File: config.mk
export PLATFORM = sky130hd
export DESIGN_NAME = wide_line_rasterizer_flat
export DESIGN_NICKNAME = d
export VERILOG_FILES = /design/src/wlr_pkg.sv /design/src/wlr_if.sv /design/src/wide_line_rasterizer.sv /design/src/wlr_front.sv /design/src/wlr_queue.sv /design/src/wlr_back.sv /design/src/flat_wrapper.sv
export SDC_FILE = /design/constraint.sdc
export NUM_CORES = 1
export LEC_CHECK = 0
export ABC_AREA = 1
export BUFFER_PORTS_ARGS = -buffer_cell sky130_fd_sc_hd__buf_4
export CORE_MARGIN = 10
export CORE_UTILIZATION = 55
export CTS_CLUSTER_SIZE = 8
export DETAILED_ROUTE_END_ITERATION = 10
export PLACE_DENSITY = 0.74
export SYNTH_ARGS = -nofsm -noshare
export SYNTH_HDL_FRONTEND = slang
export SYNTH_SLANG_ARGS = --single-unit
File: constraint.sdc
create_clock -name clk_i -period 9.3 [get_ports clk_i]
set_clock_uncertainty 0.15 [all_clocks]
set_input_delay 0.465 -clock clk_i [delete_from_list [all_inputs] [get_ports clk_i]]
set_output_delay 0.465 -clock clk_i [all_outputs]
set_load 0.005 [all_outputs]
File: src/wlr_pkg.sv
// Shared types, constants and color conversion for the wide line rasterizer.
`default_nettype none

package wlr_pkg;

  // Fixed field widths of the input and output words
  localparam int unsigned CoordInW = 12;
  localparam int unsigned PixW     = 16;
  localparam int unsigned WidthW   = 5;
  localparam int unsigned ArgbW    = 32;

  // Maximum stroke width the width field can carry
  localparam int unsigned WidthFieldMax = 31;

  // Transparency: any bit set in the alpha byte suppresses the line
  localparam int unsigned AlphaLsb = 24;
  localparam logic [7:0]  AlphaClear = 8'h00;

  // Field positions in RGB565
  localparam int unsigned RedLsb565   = 11;
  localparam int unsigned GreenLsb565 = 5;

  // Command codes
  localparam logic CmdStart = 1'b0;
  localparam logic CmdStep  = 1'b1;

  // One queued run: all pixels of one major-axis position
  typedef struct packed {
    logic [PixW-1:0]   major;
    logic [PixW-1:0]   minor_base;
    logic [PixW-1:0]   color;
    logic [WidthW-1:0] width;
    logic              steep;
    logic              last;
  } run_t;

  // RGB888 (low 24 bits) to RGB565
  function automatic logic [PixW-1:0] to_rgb565(input logic [ArgbW-1:0] argb);
    logic [4:0] r5;
    logic [5:0] g6;
    logic [4:0] b5;
    r5 = argb[23:19];
    g6 = argb[15:10];
    b5 = argb[7:3];
    return (PixW'(r5) << RedLsb565) | (PixW'(g6) << GreenLsb565) | PixW'(b5);
  endfunction

endpackage

`default_nettype wire

File: src/wlr_if.sv
// Handshake interfaces for the command and pixel channels.
`default_nettype none

interface wlr_in_if;
  logic        valid;
  logic        ready;
  logic        command;
  logic [11:0] start_x;
  logic [11:0] start_y;
  logic [11:0] end_x;
  logic [11:0] end_y;
  logic [31:0] argb_color;
  logic [4:0]  stroke_width;

  modport source (
    output valid, command, start_x, start_y, end_x, end_y, argb_color, stroke_width,
    input  ready
  );
  modport sink (
    input  valid, command, start_x, start_y, end_x, end_y, argb_color, stroke_width,
    output ready
  );
endinterface

interface wlr_out_if;
  logic        valid;
  logic        ready;
  logic [15:0] pixel_x;
  logic [15:0] pixel_y;
  logic [15:0] pixel_rgb565;
  logic        run_last;
  logic        line_done;

  modport source (
    output valid, pixel_x, pixel_y, pixel_rgb565, run_last, line_done,
    input  ready
  );
  modport sink (
    input  valid, pixel_x, pixel_y, pixel_rgb565, run_last, line_done,
    output ready
  );
endinterface

`default_nettype wire

File: src/wide_line_rasterizer.sv
// Top level of the wide line rasterizer.
// A start word sets up a line and returns nothing; each step word then yields one
// run of stroke_width pixels across the minor axis for the next major position,
// and the last pixel of the final run carries line_done. The back end sends one
// pixel per cycle while the output is ready; a run holds 1 to min(MAX_WIDTH, 31)
// pixels, 16 by default. The front end takes one word per cycle while the queue
// has room and runs ahead by up to two queued runs. Steps with no line in progress
// are dropped, and transparent, zero-width or single-point lines draw nothing.
`default_nettype none

module wide_line_rasterizer #(
  parameter int unsigned MAX_WIDTH  = 16,
  parameter int unsigned COORD_BITS = 12
) (
  input  wire        clk_i,
  input  wire        rst_ni,
  wlr_in_if.sink     in_i,
  wlr_out_if.source  out_o
);

  wlr_pkg::run_t push_data, head;
  logic          push, full, pop, avail;

  wlr_front #(
    .MAX_WIDTH  (MAX_WIDTH),
    .COORD_BITS (COORD_BITS)
  ) u_front (
    .clk_i    (clk_i),
    .rst_ni   (rst_ni),
    .in_i     (in_i),
    .q_full_i (full),
    .q_push_o (push),
    .q_data_o (push_data)
  );

  wlr_queue u_queue (
    .clk_i       (clk_i),
    .rst_ni      (rst_ni),
    .push_i      (push),
    .push_data_i (push_data),
    .full_o      (full),
    .pop_i       (pop),
    .avail_o     (avail),
    .head_o      (head)
  );

  wlr_back u_back (
    .clk_i   (clk_i),
    .rst_ni  (rst_ni),
    .avail_i (avail),
    .head_i  (head),
    .pop_o   (pop),
    .out_o   (out_o)
  );

endmodule

`default_nettype wire

File: src/wlr_front.sv
// Front end: takes command words, sets up lines and issues one run per step.
`default_nettype none

module wlr_front #(
  parameter int unsigned MAX_WIDTH  = 16,
  parameter int unsigned COORD_BITS = 12
) (
  input  wire            clk_i,
  input  wire            rst_ni,
  wlr_in_if.sink         in_i,
  input  wire            q_full_i,
  output logic           q_push_o,
  output wlr_pkg::run_t  q_data_o
);

  localparam int unsigned CoordW = (COORD_BITS < wlr_pkg::CoordInW) ?
                                   COORD_BITS : wlr_pkg::CoordInW;
  localparam int unsigned SumW   = CoordW + 2;
  localparam int unsigned MaxRun = (MAX_WIDTH < wlr_pkg::WidthFieldMax) ?
                                   MAX_WIDTH : wlr_pkg::WidthFieldMax;

  // Line state
  logic                     busy_q,        busy_d;
  logic                     steep_q,       steep_d;
  logic                     dir_q,         dir_d;
  logic [CoordW:0]          index_q,       index_d;
  logic [CoordW-1:0]        len_q,         len_d;
  logic [CoordW-1:0]        start_maj_q,   start_maj_d;
  logic [CoordW-1:0]        start_min_q,   start_min_d;
  logic signed [CoordW:0]   delta_q,       delta_d;
  logic signed [CoordW:0]   quot_q,        quot_d;
  logic [CoordW-1:0]        rem_q,         rem_d;
  logic [wlr_pkg::WidthW-1:0] width_q,     width_d;
  logic [wlr_pkg::PixW-1:0] color_q,       color_d;

  // Setup arithmetic
  logic [CoordW-1:0]      sx, sy, ex, ey;
  logic signed [CoordW:0] dx, dy, ndx, ndy;
  logic [CoordW-1:0]      adx, ady;
  logic                   no_draw;
  logic                   accept;
  logic                   last_step;
  logic signed [SumW-1:0] rem_sum, len_ext;

  assign in_i.ready = !q_full_i;
  assign accept     = in_i.valid && in_i.ready;

  assign sx  = in_i.start_x[CoordW-1:0];
  assign sy  = in_i.start_y[CoordW-1:0];
  assign ex  = in_i.end_x[CoordW-1:0];
  assign ey  = in_i.end_y[CoordW-1:0];
  assign dx  = $signed({1'b0, ex}) - $signed({1'b0, sx});
  assign dy  = $signed({1'b0, ey}) - $signed({1'b0, sy});
  assign ndx = -dx;
  assign ndy = -dy;
  assign adx = dx[CoordW] ? ndx[CoordW-1:0] : dx[CoordW-1:0];
  assign ady = dy[CoordW] ? ndy[CoordW-1:0] : dy[CoordW-1:0];

  assign no_draw = (in_i.argb_color[wlr_pkg::AlphaLsb +: 8] != wlr_pkg::AlphaClear) ||
                   (in_i.stroke_width == '0) || ((dx == '0) && (dy == '0));

  // Run for the current major position
  assign last_step = (index_q >= {1'b0, len_q});
  assign q_push_o  = accept && (in_i.command == wlr_pkg::CmdStep) && busy_q;

  always_comb begin
    q_data_o.major = dir_q ?
        wlr_pkg::PixW'(start_maj_q) - wlr_pkg::PixW'(index_q) :
        wlr_pkg::PixW'(start_maj_q) + wlr_pkg::PixW'(index_q);
    q_data_o.minor_base = wlr_pkg::PixW'(start_min_q) + wlr_pkg::PixW'(quot_q);
    q_data_o.color      = color_q;
    q_data_o.width      = width_q;
    q_data_o.steep      = steep_q;
    q_data_o.last       = last_step;
  end

  // Incremental floor(i * dminor / len): remainder stays in [0, len)
  assign rem_sum = $signed({2'b00, rem_q}) + SumW'(delta_q);
  assign len_ext = $signed({2'b00, len_q});

  // Next line state
  always_comb begin
    busy_d      = busy_q;
    steep_d     = steep_q;
    dir_d       = dir_q;
    index_d     = index_q;
    len_d       = len_q;
    start_maj_d = start_maj_q;
    start_min_d = start_min_q;
    delta_d     = delta_q;
    quot_d      = quot_q;
    rem_d       = rem_q;
    width_d     = width_q;
    color_d     = color_q;
    if (accept && (in_i.command == wlr_pkg::CmdStart)) begin
      busy_d = !no_draw;
      if (!no_draw) begin
        if (adx > ady) begin
          steep_d     = 1'b0;
          len_d       = adx;
          dir_d       = dx[CoordW];
          start_maj_d = sx;
          start_min_d = sy;
          delta_d     = dy;
        end else begin
          steep_d     = 1'b1;
          len_d       = ady;
          dir_d       = dy[CoordW];
          start_maj_d = sy;
          start_min_d = sx;
          delta_d     = dx;
        end
        width_d = (in_i.stroke_width > wlr_pkg::WidthW'(MaxRun)) ?
                  wlr_pkg::WidthW'(MaxRun) : in_i.stroke_width;
        color_d = wlr_pkg::to_rgb565(in_i.argb_color);
        index_d = '0;
        quot_d  = '0;
        rem_d   = '0;
      end
    end else if (q_push_o) begin
      if (rem_sum >= len_ext) begin
        rem_d  = CoordW'(rem_sum - len_ext);
        quot_d = quot_q + 1'b1;
      end else if (rem_sum < 0) begin
        rem_d  = CoordW'(rem_sum + len_ext);
        quot_d = quot_q - 1'b1;
      end else begin
        rem_d  = CoordW'(rem_sum);
      end
      index_d = index_q + 1'b1;
      if (last_step) begin
        busy_d = 1'b0;
      end
    end
  end

  always_ff @(posedge clk_i or negedge rst_ni) begin
    if (!rst_ni) begin
      busy_q      <= 1'b0;
      steep_q     <= 1'b0;
      dir_q       <= 1'b0;
      index_q     <= '0;
      len_q       <= '0;
      start_maj_q <= '0;
      start_min_q <= '0;
      delta_q     <= '0;
      quot_q      <= '0;
      rem_q       <= '0;
      width_q     <= '0;
      color_q     <= '0;
    end else begin
      busy_q      <= busy_d;
      steep_q     <= steep_d;
      dir_q       <= dir_d;
      index_q     <= index_d;
      len_q       <= len_d;
      start_maj_q <= start_maj_d;
      start_min_q <= start_min_d;
      delta_q     <= delta_d;
      quot_q      <= quot_d;
      rem_q       <= rem_d;
      width_q     <= width_d;
      color_q     <= color_d;
    end
  end

endmodule

`default_nettype wire

File: src/wlr_queue.sv
// Two-entry run queue between the front and back ends.
`default_nettype none

module wlr_queue (
  input  wire            clk_i,
  input  wire            rst_ni,
  input  wire            push_i,
  input  wlr_pkg::run_t  push_data_i,
  output logic           full_o,
  input  wire            pop_i,
  output logic           avail_o,
  output wlr_pkg::run_t  head_o
);

  wlr_pkg::run_t mem_q [2];
  logic          wr_ptr_q, rd_ptr_q;
  logic [1:0]    count_q;

  assign full_o  = (count_q == 2'd2);
  assign avail_o = (count_q != 2'd0);
  assign head_o  = mem_q[rd_ptr_q];

  // Storage
  always_ff @(posedge clk_i) begin
    if (push_i) begin
      mem_q[wr_ptr_q] <= push_data_i;
    end
  end

  // Pointers and fill level
  always_ff @(posedge clk_i or negedge rst_ni) begin
    if (!rst_ni) begin
      wr_ptr_q <= 1'b0;
      rd_ptr_q <= 1'b0;
      count_q  <= '0;
    end else begin
      if (push_i) begin
        wr_ptr_q <= !wr_ptr_q;
      end
      if (pop_i) begin
        rd_ptr_q <= !rd_ptr_q;
      end
      case ({push_i, pop_i})
        2'b10:   count_q <= count_q + 2'd1;
        2'b01:   count_q <= count_q - 2'd1;
        default: count_q <= count_q;
      endcase
    end
  end

endmodule

`default_nettype wire

File: src/wlr_back.sv
// Back end: expands each queued run into pixels, one per cycle while the output is ready.
`default_nettype none

module wlr_back (
  input  wire            clk_i,
  input  wire            rst_ni,
  input  wire            avail_i,
  input  wlr_pkg::run_t  head_i,
  output logic           pop_o,
  wlr_out_if.source      out_o
);

  logic [wlr_pkg::WidthW-1:0] pos_q;
  logic                       valid_q;
  logic [wlr_pkg::PixW-1:0]   x_q, y_q, color_q;
  logic                       run_last_q, line_done_q;
  logic                       load, final_pix;
  logic [wlr_pkg::PixW-1:0]   minor;

  assign load      = avail_i && (!valid_q || out_o.ready);
  assign final_pix = ((pos_q + 1'b1) == head_i.width);
  assign pop_o     = load && final_pix;
  assign minor     = head_i.minor_base + wlr_pkg::PixW'(pos_q);

  // Pixel position within the run
  always_ff @(posedge clk_i or negedge rst_ni) begin
    if (!rst_ni) begin
      pos_q   <= '0;
      valid_q <= 1'b0;
    end else begin
      if (load) begin
        pos_q   <= final_pix ? '0 : pos_q + 1'b1;
        valid_q <= 1'b1;
      end else if (out_o.ready) begin
        valid_q <= 1'b0;
      end
    end
  end

  // Output word register
  always_ff @(posedge clk_i) begin
    if (load) begin
      x_q         <= head_i.steep ? minor : head_i.major;
      y_q         <= head_i.steep ? head_i.major : minor;
      color_q     <= head_i.color;
      run_last_q  <= final_pix;
      line_done_q <= final_pix && head_i.last;
    end
  end

  assign out_o.valid        = valid_q;
  assign out_o.pixel_x      = x_q;
  assign out_o.pixel_y      = y_q;
  assign out_o.pixel_rgb565 = color_q;
  assign out_o.run_last     = run_last_q;
  assign out_o.line_done    = line_done_q;

endmodule

`default_nettype wire
File: src/flat_wrapper.sv
// flat-port wrapper written by rule: the top's interface ports become plain ports
module wide_line_rasterizer_flat 
#(
  parameter int unsigned MAX_WIDTH  = 16,
  parameter int unsigned COORD_BITS = 12
)
  (clk_i, rst_ni, in_i_valid, in_i_command, in_i_start_x, in_i_start_y, in_i_end_x, in_i_end_y, in_i_argb_color, in_i_stroke_width, in_i_ready, out_o_valid, out_o_pixel_x, out_o_pixel_y, out_o_pixel_rgb565, out_o_run_last, out_o_line_done, out_o_ready);
  wlr_in_if in_i_i ();
  wlr_out_if out_o_i ();
  input  wire clk_i;
  input  wire rst_ni;
  input wire logic [$bits(in_i_i.valid)-1:0] in_i_valid;
  input wire logic [$bits(in_i_i.command)-1:0] in_i_command;
  input wire logic [$bits(in_i_i.start_x)-1:0] in_i_start_x;
  input wire logic [$bits(in_i_i.start_y)-1:0] in_i_start_y;
  input wire logic [$bits(in_i_i.end_x)-1:0] in_i_end_x;
  input wire logic [$bits(in_i_i.end_y)-1:0] in_i_end_y;
  input wire logic [$bits(in_i_i.argb_color)-1:0] in_i_argb_color;
  input wire logic [$bits(in_i_i.stroke_width)-1:0] in_i_stroke_width;
  output wire logic [$bits(in_i_i.ready)-1:0] in_i_ready;
  output wire logic [$bits(out_o_i.valid)-1:0] out_o_valid;
  output wire logic [$bits(out_o_i.pixel_x)-1:0] out_o_pixel_x;
  output wire logic [$bits(out_o_i.pixel_y)-1:0] out_o_pixel_y;
  output wire logic [$bits(out_o_i.pixel_rgb565)-1:0] out_o_pixel_rgb565;
  output wire logic [$bits(out_o_i.run_last)-1:0] out_o_run_last;
  output wire logic [$bits(out_o_i.line_done)-1:0] out_o_line_done;
  input wire logic [$bits(out_o_i.ready)-1:0] out_o_ready;
  assign in_i_i.valid = in_i_valid;
  assign in_i_i.command = in_i_command;
  assign in_i_i.start_x = in_i_start_x;
  assign in_i_i.start_y = in_i_start_y;
  assign in_i_i.end_x = in_i_end_x;
  assign in_i_i.end_y = in_i_end_y;
  assign in_i_i.argb_color = in_i_argb_color;
  assign in_i_i.stroke_width = in_i_stroke_width;
  assign in_i_ready = in_i_i.ready;
  assign out_o_valid = out_o_i.valid;
  assign out_o_pixel_x = out_o_i.pixel_x;
  assign out_o_pixel_y = out_o_i.pixel_y;
  assign out_o_pixel_rgb565 = out_o_i.pixel_rgb565;
  assign out_o_run_last = out_o_i.run_last;
  assign out_o_line_done = out_o_i.line_done;
  assign out_o_i.ready = out_o_ready;
  wide_line_rasterizer #(.MAX_WIDTH(MAX_WIDTH), .COORD_BITS(COORD_BITS)) u_core (.clk_i(clk_i), .rst_ni(rst_ni), .in_i(in_i_i), .out_o(out_o_i));
endmodule
==> key figures <==
Floorplan
  – CORE AREA: 32500 um2
  – Effective utilization at floorplan: 0.556
  – Rows: 66
  – Die outline width: 201 um
  – Ports: about 140
  – Die ar.: between 40000 and 50000 um2
  – Die Span Y: between 200 and 250 um

STA
  – Final Critical Period: approximately 6.2 ns
  – Number of endpoints with negative hold slack in the final report: 0
  – Sum Neg Setup Slack: 0 ns
  – Final-report setup violation count: 0
  – Max-slew headroom at the worst pin: 0.246
  – Final cycle utilization of the critical path: 0.670
  – Max-slew violations: 0
  – Unrepaired setup endpoints after global routing: no
  – Slew @ Worst Pin: roughly 1.1 ns
  – Peak clock frequency supported by timing: 161 MHz

CTS
  – Worst-case clock buffer depth: 3
  – Clk root buf: clkbuf_16
  – Max H-tree Level: 2
  – Clock latency on the worst-skew pair: around 0.53 ns
  – CTS clk-pin slew, worst paths: about 0.050 ns
  – Clock tree from TritonCTS: done
  – Number of hold buffers added after CTS: 19
  – Post CTS Setup Buffer Count: 0
  – CTS buffer count: 41
  – TritonCTS Sinks: approximately 280
  – Post-cts repair resize count: 0

Place
  – Post-detailed-placement half-perimeter wirelength: 35800 um
  – Number of input and output port buffers inserted: around 130
  – Placed Area: 19300 um2
  – Post-placement cell count: roughly 2700
  – Final weighted congestion in routability-driven placement: approximately 0.94

Drt
  – Post-Route WL: around 47000 um
  – Avg Vias per Cell: ~5.4
  – Via count: around 15000
  – Violation count after the first detailed-route iteration: a little under 1000
  – Count of nets left with antenna violations after detail routing: 0
  – Number of iterations in the first detailed-routing pass: 5
  – # DRC: 0
  – Routed length per instance: around 17 um

Hold path
  – Path category of the worst min-delay check: primary input to flop

Logic synthesis
  – EDFF count, synth: roughly 150
  – Part of the Yosys area used for sequential elements: 0.424
  – Synthesized Nets: around 2400
  – Avg Synthesized Cell Area: around 8.2 um2
  – Yosys warning count: 0
  – Unique cell type count in the Yosys netlist: 46
  – Most used DFF post-synth: edfxtp_1
  – Async set-reset flop share out of synthesis: 0.440
  – #FFs+latches synth: approximately 280
  – Synth Instances: between 2000 and 2500
  – Synth Cell Area: between 15000 and 20000 um2

GRT
  – GRT overflow: 0
  – Via count of the first global-routing pass: about 15000
  – Global-route wire length before repair: 76100 um
  – Antenna violations before repair: 0
  – Layer with the highest usage: met2
  – Largest net degree at the start of global routing: between 80 and 90
  – Met2 Use GR: 0.410
  – Global-route track usage on met3: 0.0316
  – Global-route usage over all layers: 0.229
  – Global-route met1 utilization: 0.282

Power
  – Leakage power of the design: slightly above 0.01 uW
  – P per Cell Area: approximately 220 nW/um2
  – VDD IR max: 0.130 mV

Job
  – Number of max-capacitance violations reported: 0

Finish
  – Share of the core filled with cells in the final layout: 0.640
  – Layout filler cell count: between 2000 and 3000
  – Layout Cell Area excl Fill: roughly 21000 um2
  – Antenna diode instance count: 0
  – Post-synthesis to final-layout area growth: 15.0%
  – Final layout net count: between 2000 and 3000
  – Share of final-layout standard cells stronger than drive strength 1: 0.110
  – Non-Filler Instances: ~2800

Worst setup path
  – Class of the most critical setup path: flop to flop
  – Highest fanout seen on the critical path: 24
  – Worst setup EP type: flop
  – Sort of element at the start of the critical path: flop
  – CP arrival: approximately 6.5 ns
  – Critical path data required time: between 9 and 10 ns

Outcome
  – Outcome: complete, no violations
[cell families (layout without fill, tap and decap cells)]
kind of cell	count (synthesis)	count (layout)	synth area share
simple gates	995	995	0.229
buf+inv	317	483	0.0714
compound gates	314	314	0.0934
flops	275	275	0.424
fa+ha+maj	150	150	0.108
xor+xnor	92	92	0.0447
mux	47	47	0.0288
[sequential cells by signal (all words and copies together) (netlist names), 13 cells and up]
signal,flops
u_core.u_back.out_o.pixel_x,16
u_core.u_front.quot_q,13
u_core.u_queue.mem_q,104
u_core.u_front.delta_q,13
u_core.u_front.index_q,13
u_core.u_back.out_o.pixel_y,16
u_core.u_back.out_o.pixel_rgb565,16
u_core.u_front.color_q,16
[layout make-up]
| type | count | area, um2 | area share |
|---|---|---|---|
| Clock buffer | 66 | 1150 | 0.0555 |
| Clock inverter | 4 | 75.1 | 0.00362 |
| Inverter | 253 | 950 | 0.0458 |
| Multi-Input combinational cell | 1598 | 9120 | 0.440 |
| Sequential cell | 275 | 7650 | 0.369 |
| Tap cell | 442 | 553 | 0.0266 |
| Timing Repair Buffer | 160 | 1250 | 0.0602 |
[report_power, final]
part	switching (uW)	total, uW	leakage, uW	internal (uW)
Sequential	88.4	1570	0.00299	1480
Clock	528	1400	0.000587	871
Combinational	941	1510	0.00660	571
[layout by cell type, fill, tap and decap left out, types with 93 or more instances in the layout]
master / n
nand3_1: 131
dfrtp_1: 120
nand2_1: 651
ha_1: 140
buf_4: 141
edfxtp_1: 154
nor2_1: 113
o21ai_0: 168
inv_1: 249
a21oi_1: 93
[final timing paths]
path	startpoint	end	slack [ns]	cells after the start
worst max-delay path	u_core.u_front.delta_q[2]$_DFFE_PN0P_	u_core.u_front.quot_q[12]$_DFFE_PN0P_	3.07	27
worst min-delay path	in_i_stroke_width[2]	u_core.u_front.width_q[2]$_DFFE_PN0P_	0.01	3
worst max register to register	u_core.u_front.delta_q[2]$_DFFE_PN0P_	u_core.u_front.quot_q[12]$_DFFE_PN0P_	3.07	27
worst min register to register	u_core.u_front.color_q[7]$_DFFE_PN0P_	u_core.u_queue.mem_q[0][14]$_DFFE_PP_	0.31	0
max in group asynchronous	rst_ni	u_core.u_front.rem_q[6]$_DFFE_PN0P_	7.16	3
min in group asynchronous	rst_ni	u_core.u_back.pos_q[1]$_DFFE_PN0P_	0.36	2
[critical path, stage by stage (launching register included)]
cell      delay [ns]
dfrtp_1         0.37
ha_1            0.34
or2_2           0.32
and2_1          0.20
a21oi_1         0.23
o21ai_0         0.13
xor2_1          0.42
ha_1            0.43
inv_1           0.18
o21ai_0         0.11
nor2_1          0.11
nand2_1         0.06
nor2_1          0.17
o211ai_1        0.13
nand2_1         0.13
nand2_2         0.22
inv_1           0.74
ha_1            0.42
a21oi_1         0.19
o21bai_1        0.12
a21oi_1         0.22
o21ai_0         0.15
nand2_1         0.10
nand2_1         0.06
a21oi_1         0.17
nand3_1         0.11
nand3_1         0.09
nand2_1         0.06
[synthesized netlist by cell type (6+ instances only)]
library cell	count	area share
o21ai_1	10	0.0028
nor3_1	22	0.0061
ha_1	140	0.097
a21oi_1	93	0.026
nand4_1	23	0.0080
o21bai_1	9	0.0037
a21o_1	6	0.0025
buf_6	9	0.0056
nand3b_1	15	0.0062
nand2_1	652	0.14
inv_1	249	0.052
nor2_1	115	0.024
nand3_1	131	0.036
fa_1	10	0.011
nor4_1	10	0.0035
mux2i_1	8	0.0044
dfrtp_1	121	0.17
o21ai_0	168	0.047
buf_2	21	0.0058
a31oi_1	7	0.0024
or2_2	10	0.0035
edfxtp_1	154	0.26
xor2_1	71	0.034
mux2_2	39	0.024
clkbuf_1	29	0.0060
xnor2_1	21	0.010
[through the flow]
step	setup WS [ns]	power (uW)	hold slack [ns]
floorplan	4.54	2630	0.0194
global placement	3.27	3040	0.300
detailed placement	3.17	3080	0.305
CTS	3.15	4490	0.00526
global route	2.46	4760	0.0223
finish	3.07	4480	0.0125
[per-layer routing]
layer | vias to the layer above | share of wire
met5 | - | 0
met4 | 0 | 0.019
met3 | 62 | 0.048
met2 | 348 | 0.51
met1 | 7117 | 0.43
li1 | 7540 | -
Power figures use the tool's default switching activity.
